[src/rtl/core/assert_macros.svh]
// ----------------------------------------------------------------------------
// assert_macros: shared assertion wrappers for the tga decoder core
// clocked on clk, disabled while rst_n is low
// ----------------------------------------------------------------------------
`ifndef ASSERT_MACROS_SVH
`define ASSERT_MACROS_SVH

// same-cycle implication
`define TGAD_ASSERT_IMP(label, ante, cons) \
    label: assert property (@(posedge clk) disable iff (!rst_n) (ante) |-> (cons)) \
        else $error("tgad: same-cycle check failed");

// next-cycle implication
`define TGAD_ASSERT_NXT(label, ante, cons) \
    label: assert property (@(posedge clk) disable iff (!rst_n) (ante) |=> (cons)) \
        else $error("tgad: next-cycle check failed");

`endif

[src/rtl/core/tgad_pkg.sv]
// ----------------------------------------------------------------------------
// tgad_pkg
// types, codes and helpers shared by the tga decoder core
// ----------------------------------------------------------------------------
`default_nettype none

package tgad_pkg;

    localparam int HDR_LEN = 18;

    localparam logic [7:0] PKT_RUN_BASE = 8'd127;
    localparam logic [7:0] ALPHA_OPAQUE = 8'hFF;
    localparam logic [7:0] BPP_24       = 8'd24;
    localparam logic [7:0] BPP_32       = 8'd32;

    localparam logic [7:0] TYPE_CMAP     = 8'd1;
    localparam logic [7:0] TYPE_TRUE     = 8'd2;
    localparam logic [7:0] TYPE_CMAP_RLE = 8'd9;
    localparam logic [7:0] TYPE_TRUE_RLE = 8'd10;

    localparam logic [1:0] KIND_HEADER = 2'd0;
    localparam logic [1:0] KIND_RUN    = 2'd1;
    localparam logic [1:0] KIND_ERROR  = 2'd2;
    localparam logic [1:0] KIND_END    = 2'd3;

    localparam logic [1:0] ERR_SIZE  = 2'd0;
    localparam logic [1:0] ERR_TYPE  = 2'd1;
    localparam logic [1:0] ERR_CMAP  = 2'd2;
    localparam logic [1:0] ERR_DEPTH = 2'd3;

    typedef enum logic [2:0] {
        PH_HEADER,
        PH_PALETTE,
        PH_PACKET,
        PH_PIXEL,
        PH_DONE
    } phase_t;

    typedef struct packed {
        logic [1:0]  kind;
        logic [15:0] width;
        logic [15:0] height;
        logic [15:0] row;
        logic [15:0] column;
        logic [7:0]  run_length;
        logic [31:0] argb;
        logic        rows_descend;
        logic        image_done;
        logic [1:0]  error_code;
        logic        lookup;
        logic        lookup_hit;
    } result_t;

    typedef struct packed {
        logic        en;
        logic [7:0]  addr;
        logic [31:0] data;
    } pal_wr_t;

    typedef struct packed {
        logic       en;
        logic [7:0] addr;
    } pal_rd_t;

    typedef struct packed {
        logic        start;
        logic [16:0] pos;
        logic [15:0] width;
    } div_req_t;

    typedef struct packed {
        logic        busy;
        logic        done;
        logic [7:0]  quotient;
        logic [15:0] remainder;
    } div_rsp_t;

    function automatic logic [31:0] make_argb(input logic [31:0] raw, input logic [7:0] bpp);
        logic [7:0] alpha;
        alpha = (bpp == BPP_32) ? raw[31:24] : ALPHA_OPAQUE;
        return {alpha, raw[23:0]};
    endfunction

endpackage

`default_nettype wire

[src/rtl/core/tgad_row_div.sv]
// ----------------------------------------------------------------------------
// tgad_row_div
// restoring divider for row wrap, one quotient bit per cycle
// ----------------------------------------------------------------------------
`default_nettype none

module tgad_row_div (
    input  wire logic               clk,
    input  wire logic               rst_n,
    input  wire tgad_pkg::div_req_t req,
    output tgad_pkg::div_rsp_t      rsp
);
    import tgad_pkg::*;

    logic        busy_reg, busy_next;
    logic [2:0]  step_reg, step_next;
    logic [16:0] rem_reg, rem_next;
    logic [23:0] dvs_reg, dvs_next;
    logic [7:0]  quo_reg, quo_next;
    logic [15:0] w_reg, w_next;
    logic [23:0] rem_ext;
    logic [23:0] rem_sub;
    logic        fits;

    always_comb
    begin
        rem_ext   = {7'b0, rem_reg};
        fits      = rem_ext >= dvs_reg;
        rem_sub   = rem_ext - dvs_reg;
        busy_next = busy_reg;
        step_next = step_reg;
        rem_next  = rem_reg;
        dvs_next  = dvs_reg;
        quo_next  = quo_reg;
        w_next    = w_reg;
        if (req.start)
        begin
            busy_next = 1'b1;
            step_next = 3'd7;
            rem_next  = req.pos;
            dvs_next  = {1'b0, req.width, 7'b0};
            quo_next  = '0;
            w_next    = req.width;
        end
        else if (busy_reg)
        begin
            if (fits)
            begin
                rem_next = rem_sub[16:0];
                quo_next = quo_reg | (8'd1 << step_reg);
            end
            dvs_next  = dvs_reg >> 1;
            step_next = step_reg - 3'd1;
            if (step_reg == 3'd0)
            begin
                busy_next = 1'b0;
            end
        end
    end

    assign rsp.busy      = busy_reg;
    assign rsp.done      = busy_reg && (step_reg == 3'd0);
    assign rsp.quotient  = quo_next;
    assign rsp.remainder = rem_next[15:0];

    always_ff @(posedge clk or negedge rst_n)
    begin
        if (!rst_n)
        begin
            busy_reg <= 1'b0;
            step_reg <= '0;
        end
        else
        begin
            busy_reg <= busy_next;
            step_reg <= step_next;
        end
    end

    always_ff @(posedge clk)
    begin
        rem_reg <= rem_next;
        dvs_reg <= dvs_next;
        quo_reg <= quo_next;
        w_reg   <= w_next;
    end

`include "assert_macros.svh"
    `TGAD_ASSERT_IMP(a_start_when_idle, req.start, !busy_reg)
    `TGAD_ASSERT_NXT(a_start_loads, req.start, busy_reg && (step_reg == 3'd7))
    `TGAD_ASSERT_IMP(a_rem_below_width, rsp.done, rem_next < {1'b0, w_reg})

endmodule

`default_nettype wire

[config.mk]
export PLATFORM = sky130hd
export DESIGN_NAME = tgad_row_div
export DESIGN_NICKNAME = d
export VERILOG_FILES = /design/src/rtl/core/tgad_pkg.sv /design/src/rtl/core/tgad_row_div.sv
export VERILOG_INCLUDE_DIRS = /design/src /design/src/rtl/core
export SDC_FILE = /design/constraint.sdc
export NUM_CORES = 1
export LEC_CHECK = 0
export ABC_AREA = 1
export BUFFER_PORTS_ARGS = -buffer_cell sky130_fd_sc_hd__buf_2
export CAP_MARGIN = 5
export CORE_UTILIZATION = 40
export CTS_CLUSTER_SIZE = 25
export DETAILED_ROUTE_END_ITERATION = 10
export MAX_ROUTING_LAYER = met4
export SKIP_CTS_REPAIR_TIMING = 1
export SLEW_MARGIN = 40
export SYNTH_ARGS = -nofsm -noshare
export SYNTH_HDL_FRONTEND = slang
export SYNTH_SLANG_ARGS = --single-unit
[constraint.sdc]
create_clock -name clk -period 7 [get_ports clk]
set_clock_uncertainty 0.2 [all_clocks]
set_input_delay 0.7 -clock clk [delete_from_list [all_inputs] [get_ports clk]]
set_output_delay 0.7 -clock clk [all_outputs]
set_load 0.05 [all_outputs]
Word-level counts from Yosys, hierarchy flattened. Index checks and enable logic that the tools add are counted.

Add/sub/neg operators: 2. $lt $le $gt $ge: 1. Shift operators: 1. Muxes and demuxes: 13. Bitwise operators: 1. Reduce and logical (&&, ||, !) cells: 5.

Operator list (number): 17-bit two-way mux (3); 23-bit two-way mux (2); 8-bit two-way mux (3); 17-bit by 23-bit greater-or-equal comparator with 1-bit output (1); 17-bit subtractor (1); 8-bit OR (1); 1-bit by 3-bit left shift with 8-bit output, first input constant (1); 3-bit two-way mux (2); 2-bit nonzero test (2); 3-bit logical NOT (1); 1-bit two-way mux (3); 3-bit by 1-bit subtractor with 3-bit output, second input constant (1); 2-bit AND reduction (1); 1-bit logical AND (1).

Register bits: 52. Input port bits: 36. Output and inout bits: 26. Logic and storage cells: 30.

Depth between registers and ports, before layout.
Word-level depth: 5. Gate-level depth with buffers: 16. Depth with buffers taken out: 15.

Worst setup path after synthesis. No wires, ideal clock.

Kind: register to output. Start point: register dvs_reg[7]. End point: output port rsp[17] (netlist name). Data arrival time: 2.548 ns. Required time: 6.100 ns. Setup slack: 3.552 ns. Stages on the path, launching flop included: 11. Buffers on the path: 0. Cell sequence: edfxtp_1 > inv_1 > ha_1 > nand2_1 > nor2_2 > nand4_1 > nand2_1 > nand2_1 > nand2_8 > nand2_2 > o21ai_0.

RTL lines: start: declaration (line tgad_row_div.sv:18) `logic [23:0] dvs_reg, dvs_next;`; start signal: assignment (line tgad_row_div.sv:83) `dvs_reg <= dvs_next;`; end: declaration (line tgad_row_div.sv:11) `output tgad_pkg::div_rsp_t rsp`.

==> flow_metrics.py <==
metrics = {
    "setup_path": {
        "cpMostUsedCell": "nand2_4",
        "startpoint_type": "flip-flop",
        "slowest_stage": "edfxtp_1",
        "crit_arrival_ns": 2.65,
        "cp.required_ns": 6.10,
        "worst_setup_path_end_kind": "primary output",
        "path_cells": "inv_1 -> ha_1 -> nand2_2 -> inv_1 -> nand2_1 -> nand2_1 -> a21oi_2 -> nand2_4 -> nand2_4 -> nand2_4 -> nand2_4 -> nand3_1 -> nand3_1 -> buf_2",
        "critical_path_class": "flip-flop to primary output",
        "slowest_delay_ns": 0.38,
        "cp_max_fo": 17,
    },
    "detailed_routing": {
        "drt-vias-per-instance": 4.94,
        "firstDrtPassIters": 6,
        "postRouteAntennaNets": 0,
        "drc": 0,
        "drt_iter0_drc": 94,
        "wire_per_inst_um": 13.3,
        "wl_mm": 8.11,
        "via_count": 3018,
    },
    "placement": {
        "io_buffers": 61,
        "place.gp.congestion": 0.854,
        "hpwl_mm": 6.09,
        "dp.cells": 602,
        "place_ws_ns": 3.60,
    },
    "grt": {
        "grt_pass1_wl_mm": 14.0,
        "gr-total-overflow": 0,
        "grt_pass1_vias": 3055,
        "grt_max_degree": 41,
        "grt_use_total_pct": 18.5,
        "grt_antenna_before_repair": 0,
    },
    "die": {
        "io_pins": 62,
        "dieWidth_um": 97.1,
        "die_area_mm2": 0.00943,
        "rows": 34,
        "start_util_pct": 41.5,
        "core_mm2": 0.00872,
        "die_h_um": 97.1,
    },
    "synthesis": {
        "netlist_top_cells_area": "dfxtp_1, edfxtp_1, nand2_1",
        "async_reset_ff_share_pct": 7.69,
        "synthCells": 461,
        "yosys_warnings": 0,
        "synth_nets": 520,
        "synth-seq-area-share_pct": 34.0,
        "synth_area_per_cell_um2": 7.85,
        "synth_edf_count": 17,
        "synth_top_area_share_pct": 17.1,
        "ys_ff_latch": 52,
        "yosysUniqueCellTypes": 38,
        "synthFlopType": "dfxtp_1",
        "yosys.area.top_type": "dfxtp_1",
        "syn-cell-area_mm2": 0.00362,
    },
    "timing": {
        "maxSlewHeadroom_pct": 49.0,
        "fmax_mhz": 281,
        "postLayoutSetupSlackWorst_ns": 3.45,
        "setup_violations": 0,
        "hold_viol": 0,
        "tightest_slew_ns": 0.765,
        "maxSlewViolCount": 0,
        "rsz0062_at_grt": "false",
        "min_period_ns": 3.55,
        "fin_tns_setup_ns": 0,
        "fin_crit_sh_pct": 50.8,
    },
    "power_and_ir_drop": {
        "intPower_mw": 0.510,
        "ir_drop_mv": 0.0866,
        "p_sw_share_pct": 39.3,
        "p_leak_nw": 1.95,
        "power.density_mw_per_mm2": 215,
        "combinationalPowerShare_pct": 36.8,
        "p_sw_mw": 0.331,
        "clkPwrFrac_pct": 21.6,
        "power_frac_seq_pct": 41.6,
    },
    "clock_network": {
        "root_buffer": "clkbuf_8",
        "cts_made_buffers": 5,
        "clkSinkCount": 52,
        "clockBufferDepth": 2,
        "clock_latency_ns": 0.32,
        "cts.htree.levels": 2,
        "clk_pin_slew_ns": 0.10,
        "cts_tree": "done",
    },
    "cells_and_area": {
        "syn_to_final_growth_pct": 7.88,
        "fin_cells": 611,
        "nets": 561,
        "drive_above_1_share_pct": 23.7,
        "largest_register_ff_count": 23,
        "antenna_cells": 0,
    },
    "flow_run": {
        "max_cap_viol_count": 0,
    },
    "outcome": {
        "status": "finished, final reports clean",
    },
    "hold_path": {
        "hp-class": "flip-flop to flip-flop",
    },
}
-- cell usage in the layout (no fill, tap or decap), types with 5 or more instances in the layout --
master | synthesis | final
nand2_4 | 6 | 6
buf_2 | 0 | 61
nand2_2 | 9 | 9
o21ai_0 | 22 | 22
nand3_2 | 18 | 18
a21oi_1 | 13 | 13
ha_1 | 22 | 22
clkbuf_8 | 6 | 5
nand2_1 | 116 | 116
nand4_1 | 6 | 6
inv_1 | 61 | 59
nand3_1 | 43 | 43
o22ai_1 | 6 | 6
dfxtp_1 | 31 | 31
xor2_1 | 6 | 6
a22o_1 | 5 | 5
edfxtp_1 | 17 | 17
nor2_1 | 20 | 20
-- worst max-delay path, delay by kind of cell (launching register included) --
kind                     cells  cell delay [ns]
AND/OR/NAND/NOR              9             1.01
flip-flops                   1             0.38
buffers and inverters        3             0.42
AO/OA/AOI/OAI                1             0.24
adder cells (fa/ha/maj)      1             0.29
-- layout make-up --
cell class                 instances  area [µm²]
clock buffer                       5        68.8
clock inverter                     3        22.5
fill                             916        4820
inverter                          63         236
multi-input combinational        318        1900
sequential                        52        1230
tap                              108         135
timing repair buffer              62         315
-- path summary, 6_finish.rpt --
check                            from          end  cells past startpoint  slack (ns)
min reg2reg                quo_reg[7]   quo_reg[7]                      2        0.27
min                        quo_reg[7]   quo_reg[7]                      2        0.27
min in group asynchronous       rst_n     busy_reg                      2        0.51
max reg2reg                dvs_reg[9]  rem_reg[16]                     14        4.59
max                        dvs_reg[9]       rsp[0]                     14        3.45
max in group asynchronous       rst_n  step_reg[2]                      2        5.96
-- Yosys cell counts (2+ instances only) --
cell / count
buf_4: 17
edfxtp_1: 17
clkbuf_8: 6
dfrtp_1: 4
o22ai_1: 6
nor2_2: 2
nor2_1: 20
ha_1: 22
a22o_1: 5
clkbuf_1: 3
nor2_4: 4
nand3_1: 43
nand3_2: 18
inv_1: 61
nand3b_1: 4
o21bai_1: 2
inv_2: 2
nand2_1: 116
xor2_1: 6
dfxtp_1: 31
a21oi_2: 3
a21oi_1: 13
o21ai_0: 22
nand2_4: 6
nand4_1: 6
nand2_2: 9
and2_1: 2
-- per-layer routing --
| metal | GRT usage, % | vias up | part of all wire [%] |
|---|---|---|---|
| met2 | 31.3 | 50 | 48 |
| met5 | - | - | 0 |
| li1 | - | 1565 | - |
| met4 | 4.13 | 0 | 0.80 |
| met3 | 2.95 | 6 | 3.3 |
| met1 | 23.4 | 1397 | 48 |
-- through the flow --
| stage | total power [mW] | util [%] | instance area [µm²] | hold WS, ns |
|---|---|---|---|---|
| after floorplan | 0.618 | - | 3620 | 0.204 |
| after global placement | 0.663 | 43.6 | 3800 | 0.241 |
| after detailed placement | 0.666 | 43.6 | 3800 | 0.254 |
| after CTS | 0.848 | 44.7 | 3890 | -0.0311 |
| after global routing | 0.899 | 44.8 | 3910 | 0.311 |
| final | 0.841 | 44.8 | 3910 | 0.269 |
-- power by group through the flow --
stage,registers [mW],clock network (mW),logic (mW)
after floorplan,0.352,0,0.265
after CTS,0.350,0.187,0.311
final,0.349,0.182,0.310
after global routing,0.352,0.199,0.349
after global placement,0.356,0,0.307
after detailed placement,0.356,0,0.310
-- kinds of logic after synthesis --
group,Yosys count,share of synthesized area (%)
AO/OA/AOI/OAI,54,9.06
XOR/XNOR,7,1.69
adder cells (fa/ha/maj),23,8.16
buffers and inverters,91,13.6
flip-flops,52,34.0
AND/OR/NAND/NOR,234,33.5
No activity file was read; power rests on OpenSTA's default activity.
