===== src/rtl/core/assert_macros.svh =====
// ----------------------------------------------------------------------------
// assert_macros: shared assertion wrappers for the tga decoder core
// clocked on clk, disabled while rst_n is low
// ----------------------------------------------------------------------------
`ifndef ASSERT_MACROS_SVH
`define ASSERT_MACROS_SVH

// same-cycle implication
`define TGAD_ASSERT_IMP(label, ante, cons) \
    label: assert property (@(posedge clk) disable iff (!rst_n) (ante) |-> (cons)) \
        else $error("tgad: same-cycle check failed");

// next-cycle implication
`define TGAD_ASSERT_NXT(label, ante, cons) \
    label: assert property (@(posedge clk) disable iff (!rst_n) (ante) |=> (cons)) \
        else $error("tgad: next-cycle check failed");

`endif


===== src/rtl/core/tgad_pkg.sv =====
// ----------------------------------------------------------------------------
// tgad_pkg
// types, codes and helpers shared by the tga decoder core
// ----------------------------------------------------------------------------
`default_nettype none

package tgad_pkg;

    localparam int HDR_LEN = 18;

    localparam logic [7:0] PKT_RUN_BASE = 8'd127;
    localparam logic [7:0] ALPHA_OPAQUE = 8'hFF;
    localparam logic [7:0] BPP_24       = 8'd24;
    localparam logic [7:0] BPP_32       = 8'd32;

    localparam logic [7:0] TYPE_CMAP     = 8'd1;
    localparam logic [7:0] TYPE_TRUE     = 8'd2;
    localparam logic [7:0] TYPE_CMAP_RLE = 8'd9;
    localparam logic [7:0] TYPE_TRUE_RLE = 8'd10;

    localparam logic [1:0] KIND_HEADER = 2'd0;
    localparam logic [1:0] KIND_RUN    = 2'd1;
    localparam logic [1:0] KIND_ERROR  = 2'd2;
    localparam logic [1:0] KIND_END    = 2'd3;

    localparam logic [1:0] ERR_SIZE  = 2'd0;
    localparam logic [1:0] ERR_TYPE  = 2'd1;
    localparam logic [1:0] ERR_CMAP  = 2'd2;
    localparam logic [1:0] ERR_DEPTH = 2'd3;

    typedef enum logic [2:0] {
        PH_HEADER,
        PH_PALETTE,
        PH_PACKET,
        PH_PIXEL,
        PH_DONE
    } phase_t;

    typedef struct packed {
        logic [1:0]  kind;
        logic [15:0] width;
        logic [15:0] height;
        logic [15:0] row;
        logic [15:0] column;
        logic [7:0]  run_length;
        logic [31:0] argb;
        logic        rows_descend;
        logic        image_done;
        logic [1:0]  error_code;
        logic        lookup;
        logic        lookup_hit;
    } result_t;

    typedef struct packed {
        logic        en;
        logic [7:0]  addr;
        logic [31:0] data;
    } pal_wr_t;

    typedef struct packed {
        logic       en;
        logic [7:0] addr;
    } pal_rd_t;

    typedef struct packed {
        logic        start;
        logic [16:0] pos;
        logic [15:0] width;
    } div_req_t;

    typedef struct packed {
        logic        busy;
        logic        done;
        logic [7:0]  quotient;
        logic [15:0] remainder;
    } div_rsp_t;

    function automatic logic [31:0] make_argb(input logic [31:0] raw, input logic [7:0] bpp);
        logic [7:0] alpha;
        alpha = (bpp == BPP_32) ? raw[31:24] : ALPHA_OPAQUE;
        return {alpha, raw[23:0]};
    endfunction

endpackage

`default_nettype wire


===== src/rtl/core/tgad_parser.sv =====
// ----------------------------------------------------------------------------
// tgad_parser
// header, palette load, packet and pixel parse; builds at most one result per word
// ----------------------------------------------------------------------------
`default_nettype none

module tgad_parser #(
    parameter int PALETTE_DEPTH = 256
) (
    input  wire logic               clk,
    input  wire logic               rst_n,
    input  wire logic               accept,
    input  wire logic [7:0]         data_byte,
    input  wire logic               first_byte,
    input  wire logic               last_byte,
    input  wire tgad_pkg::div_rsp_t div_rsp,
    output tgad_pkg::div_req_t      div_req,
    output tgad_pkg::pal_wr_t       pal_wr,
    output tgad_pkg::pal_rd_t       pal_rd,
    output tgad_pkg::result_t       res,
    output logic                    res_valid
);
    import tgad_pkg::*;

    // registered state
    logic [7:0]  hdr_reg [HDR_LEN];
    phase_t      phase_reg, phase_next;
    logic [4:0]  pos_reg, pos_next;
    logic [7:0]  count_reg, count_next;
    logic [7:0]  rem_reg, rem_next;
    logic        run_reg, run_next;
    logic [31:0] asm_reg, asm_next;
    logic [1:0]  bip_reg, bip_next;
    logic [31:0] done_reg, done_next;
    logic [15:0] row_reg, row_next;
    logic [15:0] col_reg, col_next;
    logic        fin_reg, fin_next;
    logic [31:0] total_reg;

    // state as seen by this word (cleared on first_byte)
    phase_t      e_phase;
    logic [4:0]  e_pos;
    logic [7:0]  e_count, e_rem;
    logic        e_run, e_fin;
    logic [31:0] e_asm, e_done;
    logic [1:0]  e_bip;
    logic [15:0] e_row, e_col;

    logic [7:0]  hdr_cur [HDR_LEN];
    logic [7:0]  typ, hdr_bpp;
    logic [15:0] img_w, img_h;
    logic        indexed, packed_data, bottom_cur, bottom_reg, has_cmap;
    logic [31:0] total_prod;

    logic        live, hdr_wr, hdr_evt, hdr_err;
    logic [1:0]  err_code;
    logic [31:0] asm_new;
    logic [2:0]  need;
    logic        elem_done, pal_evt, pal_last, pkt_evt, pix_evt;
    logic [7:0]  run_len, rem_after, clen, idx;
    logic [31:0] left;
    logic        run_fin;
    logic [16:0] pos_sum, wrap_once;
    logic        slow;
    phase_t      data_phase;
    logic [15:0] row_div;

    always_comb
    begin
        e_phase = first_byte ? PH_HEADER : phase_reg;
        e_pos   = first_byte ? '0 : pos_reg;
        e_count = first_byte ? '0 : count_reg;
        e_rem   = first_byte ? '0 : rem_reg;
        e_run   = first_byte ? 1'b0 : run_reg;
        e_fin   = first_byte ? 1'b0 : fin_reg;
        e_asm   = first_byte ? '0 : asm_reg;
        e_done  = first_byte ? '0 : done_reg;
        e_bip   = first_byte ? '0 : bip_reg;
        e_row   = first_byte ? '0 : row_reg;
        e_col   = first_byte ? '0 : col_reg;
    end

    assign live   = !e_fin;
    assign hdr_wr = live && (e_phase == PH_HEADER);

    always_comb
    begin
        for (int i = 0; i < HDR_LEN; i++)
        begin
            hdr_cur[i] = (hdr_wr && (e_pos == 5'(i))) ? data_byte : hdr_reg[i];
        end
    end

    assign typ         = hdr_cur[2];
    assign img_w       = {hdr_cur[13], hdr_cur[12]};
    assign img_h       = {hdr_cur[15], hdr_cur[14]};
    assign indexed     = (typ == TYPE_CMAP) || (typ == TYPE_CMAP_RLE);
    assign packed_data = (typ == TYPE_CMAP_RLE) || (typ == TYPE_TRUE_RLE);
    assign hdr_bpp     = indexed ? hdr_cur[7] : hdr_cur[16];
    assign bottom_cur  = ({hdr_cur[11], hdr_cur[10]} == 16'd0);
    assign bottom_reg  = ({hdr_reg[11], hdr_reg[10]} == 16'd0);
    assign has_cmap    = (hdr_cur[1] != 8'd0) && (hdr_cur[5] != 8'd0);
    assign total_prod  = img_w * img_h;
    assign data_phase  = packed_data ? PH_PACKET : PH_PIXEL;

    // header checks
    always_comb
    begin
        hdr_err  = 1'b1;
        err_code = ERR_SIZE;
        if ((img_w == 16'd0) || (img_h == 16'd0))
        begin
            err_code = ERR_SIZE;
        end
        else if (!(typ inside {TYPE_CMAP, TYPE_TRUE, TYPE_CMAP_RLE, TYPE_TRUE_RLE}))
        begin
            err_code = ERR_TYPE;
        end
        else if (indexed)
        begin
            if ((hdr_cur[6] | hdr_cur[4] | hdr_cur[3]) != 8'd0)
            begin
                err_code = ERR_CMAP;
            end
            else if ((hdr_cur[7] != BPP_24) && (hdr_cur[7] != BPP_32))
            begin
                err_code = ERR_DEPTH;
            end
            else
            begin
                hdr_err = 1'b0;
            end
        end
        else
        begin
            if ((hdr_cur[5] | hdr_cur[6] | hdr_cur[1]) != 8'd0)
            begin
                err_code = ERR_CMAP;
            end
            else if ((hdr_cur[16] != BPP_24) && (hdr_cur[16] != BPP_32))
            begin
                err_code = ERR_DEPTH;
            end
            else
            begin
                hdr_err = 1'b0;
            end
        end
    end

    // event decode
    always_comb
    begin
        hdr_evt   = hdr_wr && (e_pos == 5'(HDR_LEN - 1));
        asm_new   = e_asm | (32'(data_byte) << {e_bip, 3'b000});
        need      = (e_phase == PH_PALETTE) ? hdr_cur[7][5:3]
                  : (indexed ? 3'd1 : hdr_bpp[5:3]);
        elem_done = (({1'b0, e_bip} + 3'd1) >= need);
        pal_evt   = live && (e_phase == PH_PALETTE) && elem_done;
        pal_last  = ({1'b0, e_count} + 9'd1) >= {1'b0, hdr_cur[5]};
        pkt_evt   = live && (e_phase == PH_PACKET);
        pix_evt   = live && (e_phase == PH_PIXEL) && elem_done;
        run_len   = (packed_data && e_run) ? e_rem : 8'd1;
        rem_after = e_rem;
        if (packed_data)
        begin
            if (e_run)
            begin
                rem_after = '0;
            end
            else if (e_rem != 8'd0)
            begin
                rem_after = e_rem - 8'd1;
            end
        end
        left      = total_reg - e_done;
        clen      = (left < 32'(run_len)) ? left[7:0] : run_len;
        run_fin   = (left == 32'(clen));
        pos_sum   = {1'b0, e_col} + 17'(clen);
        wrap_once = pos_sum - {1'b0, img_w};
        slow      = (pos_sum >= {1'b0, img_w}) && (wrap_once >= {1'b0, img_w});
        idx       = asm_new[7:0];
    end

    // next parse phase
    always_comb
    begin
        phase_next = e_phase;
        if (live)
        begin
            case (e_phase)
                PH_HEADER:
                begin
                    if (hdr_evt)
                    begin
                        if (hdr_err)
                        begin
                            phase_next = PH_DONE;
                        end
                        else if (indexed && has_cmap)
                        begin
                            phase_next = PH_PALETTE;
                        end
                        else
                        begin
                            phase_next = data_phase;
                        end
                    end
                end
                PH_PALETTE:
                begin
                    if (pal_evt && pal_last)
                    begin
                        phase_next = data_phase;
                    end
                end
                PH_PACKET:
                begin
                    phase_next = PH_PIXEL;
                end
                PH_PIXEL:
                begin
                    if (pix_evt)
                    begin
                        if (run_fin)
                        begin
                            phase_next = PH_DONE;
                        end
                        else if (packed_data && (rem_after == 8'd0))
                        begin
                            phase_next = PH_PACKET;
                        end
                    end
                end
                default:
                begin
                    phase_next = PH_DONE;
                end
            endcase
            if (last_byte)
            begin
                phase_next = PH_DONE;
            end
        end
    end

    // datapath next values
    always_comb
    begin
        pos_next   = hdr_wr ? (e_pos + 5'd1) : e_pos;
        count_next = pal_evt ? (e_count + 8'd1) : e_count;
        rem_next   = e_rem;
        run_next   = e_run;
        asm_next   = e_asm;
        bip_next   = e_bip;
        done_next  = e_done;
        row_next   = e_row;
        col_next   = e_col;
        fin_next   = e_fin;

        if (live && ((e_phase == PH_PALETTE) || (e_phase == PH_PIXEL)))
        begin
            asm_next = elem_done ? '0 : asm_new;
            bip_next = elem_done ? '0 : (e_bip + 2'd1);
        end
        if (hdr_evt && !hdr_err)
        begin
            asm_next = '0;
            bip_next = '0;
            col_next = '0;
            row_next = bottom_cur ? (img_h - 16'd1) : 16'd0;
        end
        if (pkt_evt)
        begin
            run_next = (data_byte > PKT_RUN_BASE);
            rem_next = (data_byte > PKT_RUN_BASE) ? (data_byte - PKT_RUN_BASE)
                                                  : (data_byte + 8'd1);
        end
        if (pix_evt)
        begin
            rem_next  = rem_after;
            done_next = e_done + 32'(clen);
            if (pos_sum < {1'b0, img_w})
            begin
                col_next = pos_sum[15:0];
            end
            else if (!slow)
            begin
                col_next = wrap_once[15:0];
                row_next = bottom_cur ? (e_row - 16'd1) : (e_row + 16'd1);
            end
        end
        if (live && ((hdr_evt && hdr_err) || (pix_evt && run_fin) || last_byte
                     || (e_phase == PH_DONE)))
        begin
            fin_next = 1'b1;
        end
    end

    // result and side requests
    always_comb
    begin
        res_valid       = live && (hdr_evt || pix_evt || last_byte);
        res             = '0;
        if (hdr_evt)
        begin
            res.kind = hdr_err ? KIND_ERROR : KIND_HEADER;
        end
        else if (pix_evt)
        begin
            res.kind = KIND_RUN;
        end
        else
        begin
            res.kind = KIND_END;
        end
        if (pos_next == 5'(HDR_LEN))
        begin
            res.width        = img_w;
            res.height       = img_h;
            res.rows_descend = bottom_cur;
        end
        if (pix_evt)
        begin
            res.row        = e_row;
            res.column     = e_col;
            res.run_length = clen;
            res.argb       = indexed ? 32'd0 : make_argb(asm_new, hdr_bpp);
            res.lookup     = indexed;
            res.lookup_hit = (idx < e_count) && ({1'b0, idx} < 9'(PALETTE_DEPTH));
        end
        if (hdr_evt && hdr_err)
        begin
            res.error_code = err_code;
        end
        res.image_done = (hdr_evt && hdr_err) || (pix_evt && run_fin) || (live && last_byte);

        pal_wr.en   = accept && pal_evt && ({1'b0, e_count} < 9'(PALETTE_DEPTH));
        pal_wr.addr = e_count;
        pal_wr.data = make_argb(asm_new, hdr_cur[7]);
        pal_rd.en   = accept;
        pal_rd.addr = idx;

        div_req.start = accept && pix_evt && slow;
        div_req.pos   = pos_sum;
        div_req.width = img_w;
    end

    assign row_div = bottom_reg ? (row_reg - 16'(div_rsp.quotient))
                                : (row_reg + 16'(div_rsp.quotient));

    always_ff @(posedge clk or negedge rst_n)
    begin
        if (!rst_n)
        begin
            phase_reg <= PH_HEADER;
            pos_reg   <= '0;
            count_reg <= '0;
            rem_reg   <= '0;
            run_reg   <= 1'b0;
            asm_reg   <= '0;
            bip_reg   <= '0;
            done_reg  <= '0;
            row_reg   <= '0;
            col_reg   <= '0;
            fin_reg   <= 1'b0;
        end
        else if (accept)
        begin
            phase_reg <= phase_next;
            pos_reg   <= pos_next;
            count_reg <= count_next;
            rem_reg   <= rem_next;
            run_reg   <= run_next;
            asm_reg   <= asm_next;
            bip_reg   <= bip_next;
            done_reg  <= done_next;
            row_reg   <= row_next;
            col_reg   <= col_next;
            fin_reg   <= fin_next;
        end
        else if (div_rsp.done)
        begin
            row_reg <= row_div;
            col_reg <= div_rsp.remainder;
        end
    end

    always_ff @(posedge clk)
    begin
        for (int i = 0; i < HDR_LEN; i++)
        begin
            if (accept && hdr_wr && (e_pos == 5'(i)))
            begin
                hdr_reg[i] <= data_byte;
            end
        end
        if (accept && hdr_evt)
        begin
            total_reg <= total_prod;
        end
    end

endmodule

`default_nettype wire


===== config.mk =====
export PLATFORM = sky130hd
export DESIGN_NAME = tgad_parser
export DESIGN_NICKNAME = d
export VERILOG_FILES = /design/src/rtl/core/assert_macros.svh /design/src/rtl/core/tgad_pkg.sv /design/src/rtl/core/tgad_parser.sv
export SDC_FILE = /design/constraint.sdc
export NUM_CORES = 2
export LEC_CHECK = 0
export ABC_CLOCK_PERIOD_IN_PS = 13000
export BUFFER_PORTS_ARGS = -buffer_cell sky130_fd_sc_hd__buf_4
export CORE_ASPECT_RATIO = 0.8
export CORE_UTILIZATION = 40
export CTS_CLUSTER_SIZE = 12
export DETAILED_ROUTE_END_ITERATION = 8
export PLACE_DENSITY = 0.7
export SETUP_SLACK_MARGIN = 0.5
export SKIP_CTS_REPAIR_TIMING = 1
export SYNTH_ARGS = -nofsm -noshare
export SYNTH_HDL_FRONTEND = slang
export SYNTH_SLANG_ARGS = --single-unit

===== constraint.sdc =====
create_clock -name clk -period 13 [get_ports clk]
set_input_delay 1.95 -clock clk [delete_from_list [all_inputs] [get_ports clk]]
set_output_delay 1.95 -clock clk [all_outputs]
set_load 0.005 [all_outputs]

* Yosys cells after proc, flatten, opt, wreduce, memory -nomap -nowiden *
Memory sizes are Yosys's and may differ from the RTL's.
Index checks and enable logic that the tools add are counted.

word-level totals
  flip-flop bits (word level) = 156
  bits in writable memories = 144
  bits of input ports = 39
  output and inout bits = 197
  memories = 1

memory list
  name     words  bits a word  rd ports  clocked after memory_dff  wr ports  RTL line           source
  hdr_reg  18     8            14        0                         1         tgad_parser.sv:26  logic [7:0] hdr_reg [HDR_LEN];

cells by class
  add/subtract/negate cells = 17
  multiply operators = 1
  order comparisons = 8
  equal/unequal tests = 33
  shifts and indexed selects = 1
  mux-type cells = 185
  bitwise gates (word level) = 5
  reduce and logical (&&, ||, !) cells = 102

operator list
  kind                                                 number
  two-way mux 8 bit                                    45
  two-way mux 16 bit                                   17
  two-way mux 32 bit                                   8
  OR reduction 8 bit                                   17
  two-way mux 5 bit                                    19
  two-way mux 72 bit                                   1
  two-way mux 1 bit                                    66
  logical NOT 16 bit                                   4
  logical AND 1 bit                                    59
  equality test 5 x 4 -> 1 bit, second input constant  8
  nonzero test 8 bit                                   5
  >= comparator 17 x 16 -> 1 bit                       2
  two-way mux 2 bit                                    17
  two-way mux 3 bit                                    11
  adder 32 x 8 -> 32 bit                               1
  equality test 32 x 8 -> 1 bit                        1
  less-than comparator 32 x 8 -> 1 bit                 1
  multiplier 16 x 16 -> 32 bit                         1
  bitwise OR 32 bit                                    1
  bitwise OR 8 bit                                     4
  left shift 8 x 5 -> 32 bit                           1
  subtractor 16 x 1 -> 16 bit, second input constant   2
  subtractor 32 bit                                    1
  equality test 5 x 3 -> 1 bit, second input constant  4
  other kinds (37)                                     56

* Logic depth before layout (Yosys ltp) *
  depth after elaboration = 25
  mapped depth = 55
  mapped depth without buffers = 45

* Least setup slack after synthesis *
OpenSTA, ideal clock, no wires.

  path kind = input to output
  from = input port first_byte
  to = output port div_req[33] (netlist bit)
  arrival = 12.035 ns
  required time = 11.050 ns
  path slack = -0.985 ns
  cell stages on the path = 49
  path buffers = 10
  path through = clkbuf_1 clkbuf_1 buf_1 clkbuf_1 clkbuf_1 clkbuf_1 clkbuf_1 buf_1 nor2b_1 ha_1 inv_1 fa_1 a21oi_1 o2111ai_2 xnor2_1 inv_1 ha_1 and3_1 [... 13 more ...] nor2_1 ha_1 or3_1 o21ai_0 a211oi_1 o31a_1 o21ai_0 o31a_1 ha_1 nand3_1 nor4_1 a221oi_1 o31a_1 and2_1 mux2i_1 buf_4 o21ai_0 nor2_1

RTL lines
  what             RTL line           source
  start, declared  tgad_parser.sv:14  input wire logic first_byte,
  end, declared    tgad_parser.sv:17  output tgad_pkg::div_req_t div_req,

==> reports/results.txt <==
status -> completed
DP Wirelength -> 70600 µm
Pwr Density -> 62.0 nW/µm²
Most used DFF post-synth -> edfxtp_1
reg2reg end -> total_reg[31]
nets -> 4102
Critical Path Sink -> div_req[33]
crit end category -> output port
CTS buffer count -> 30
CP top delay family -> compound AO/OA/AOI/OAI gates
Horiz. Die Dim -> 304 µm
Starting Density -> 40.4%
worst hold path class -> flip-flop to flip-flop
post-DR vias/cell -> 5.67
DIE AREA -> 74000 µm²
clock sinks -> 268
total track usage -> 24.4%
Max Fclk -> 81.1 MHz
Data required, critical path -> 11050 ps
unrepaired setup endpoints after global routing -> true
CP max stage delay -> 410 ps
post-route setup TNS -> 0 ps
Root Buffer -> clkbuf_16
Syn Std Cell Area -> 29200 µm²
H-tree depth -> 1
global-route wire length before repair -> 143000 µm
Post-Synth Simple-Gate Area -> 19.5%
I/O pins -> 236
die span in y -> 244 µm
Post-Route WL -> 93400 µm
Clock Skews -> 22.1 ps
CP startpoint -> first_byte
worst reg-to-reg setup slack -> 2850 ps
CP Buf/Inv Count -> 6
share of the cycle needed by the critical path after routing -> 94.9%
Synth Area in XOR/XNOR -> 4.62%
Via Count -> 26.0k
std cell rows -> 88
Reg-to-Reg Start -> phase_reg[1]
Power, Total -> 2.09 mW
clk_lat worst skew -> 590 ps
Detailed Routing Iterations Pass 1 -> 5
register area share after synthesis -> 25.5%
Mapped Nets -> 3885
DRC -> 0
max cap viols -> 0
kind of critical path -> input pin to output port
synth top area cells -> edfxtp_1, fa_1, dfrtp_1
vias in the first global route -> 24.5k
synth cell count leaders -> nor2_1, nand2_1, inv_1
Synth Area in Compound Gates -> 14.8%
final setup fails -> 0
EDFF count, synth -> 144
most frequent CP cell -> o31a_1
syn avg cell area -> 8.57 µm²
worst r2r path cells -> 30
Peak VDD IR -> 0.0782 mV
slowest CP cell -> o32a_4
# port buffers -> 234
Tmin final -> 12340 ps
gp weighted congestion -> 0.967
crit-path max FO -> 10
CTS tree -> built
P_leak -> 15.4 nW
CP startpoint kind -> input pin
arrival time at the worst endpoint -> 10390 ps
Max Root-Sink Buffers -> 3
core area -> 72100 µm²
Levels on crit path -> 44
largest family of logic cells by synthesized area -> adder cells
mux share of post-synthesis cell area -> 4.26%
largest net degree at the start of global routing -> 76
synth warn -> 0
Post-Synth Adder-Cell Area -> 24.3%
Worst Max-Slew Pin Slew -> 1190 ps
area fraction of the dominant cell type after synthesis -> 14.8%
First DRT Iteration DRCs -> 2774
Netlist cell types -> 104
initial antenna violation count -> 3
cell count after synthesis -> 3404
Final Hold Viols -> 0
area leader, netlist -> edfxtp_1
Area growth syn-to-layout -> 15.6%
clock slew at reported path FFs -> 60 ps
area of the multi-input gates -> 20100 µm²
FFs w/ async S/R, synth -> 46.3%
Remaining Overflow, GRT -> 0
max reg flops -> 112
count leader, synth -> nor2_1
relative slew slack -> 18.5%
Reg area -> 7430 µm²
layout cell share with drive strength beyond 1 -> 14.6%
Yosys reg bits -> 268
Filler cells -> 6805
Post-DRT Antenna Nets -> 0
max-slew violations -> 0
wire per inst -> 20.3 µm
## cell usage in the layout (no fill, tap or decap), types with 12 or more instances in the layout
master / count
a211oi_1: 20
a21boi_0: 13
a21o_1: 43
a21oi_1: 144
a22o_1: 26
a22oi_1: 24
a31oi_1: 27
and2_1: 42
and3_1: 24
buf_4: 343
clkbuf_16: 33
dfrtp_1: 124
edfxtp_1: 144
fa_1: 197
ha_1: 235
inv_1: 351
mux2_2: 23
mux2i_1: 84
nand2_1: 397
nand2b_1: 28
nand3_1: 62
nand4_1: 39
nor2_1: 415
nor2b_1: 73
nor3_1: 54
nor4_1: 25
o21a_1: 24
o21ai_0: 156
o21ai_1: 13
o21bai_1: 12
o31ai_1: 15
xnor2_1: 107
xor2_1: 43
## routing by layer
metal / track usage [%] / wire length (µm) / vias up
li1: - / - / 12100
met1: 37.1 / 43200 / 12600
met2: 35.8 / 38800 / 1272
met3: 3.78 / 8940 / 158
met4: 5.90 / 2430 / 2
met5: 0 / 12 / -
## worst min path at each step
stage / to / startpoint / slack [ps] / cells past startpoint
after floorplan: asm_reg[10] / asm_reg[10] / 450 / 2
after detailed placement: done_reg[7] / done_reg[7] / 470 / 2
after CTS: done_reg[7] / done_reg[7] / 480 / 2
after global placement: asm_reg[0] / asm_reg[0] / 460 / 2
after global routing: asm_reg[5] / asm_reg[5] / 510 / 2
final: done_reg[7] / done_reg[7] / 480 / 2
## through the flow
step / utilization, % / cells / instance area [µm²] / worst slack, ps / hold WS, ps
2_1_floorplan: - / 3404 / 29300 / 426 / 450
3_5_place_dp: 44.6 / 4507 / 32200 / 209 / 471
3_3_place_gp: 44.6 / 4507 / 32200 / 330 / 463
6_report: 46.7 / 4593 / 33700 / 663 / 484
5_1_grt: 46.7 / 4592 / 33700 / 257 / 506
4_1_cts: 45.9 / 4563 / 33100 / 177 / 485
## layout make-up
cell class,instances,area share (%)
Tap cell,945,3.51
Clock buffer,41,2.44
Clock inverter,15,0.412
Timing Repair Buffer,351,8.07
Sequential cell,268,22.0
Antenna cell,3,0.0223
Multi-Input combinational cell,2612,59.5
Inverter,358,4.00
## worst register-to-register path: cells and delay by family, from the launching register on
kind | cells | cell delay, ps
compound gates | 11 | 2960
mux | 1 | 850
simple gates | 3 | 1340
fa+ha+maj | 7 | 3070
xor+xnor | 1 | 80
flops | 1 | 480
buf+inv | 7 | 1100
## cell families after synthesis
logic type	after synthesis
and+or+nand+nor	1241
xor gates and xnor gates	154
AOI/OAI and AO/OA	650
adders and majority gates	448
muxes	119
buffers and inverters	524
DFF	268
## where the power goes
| part | switching (mW) | total, mW | internal [mW] |
|---|---|---|---|
| clock | 0.362 | 0.844 | 0.482 |
| sequential | 0.0182 | 0.932 | 0.914 |
| combinational | 0.194 | 0.316 | 0.122 |
No activity file was read; power rests on OpenSTA's default activity.
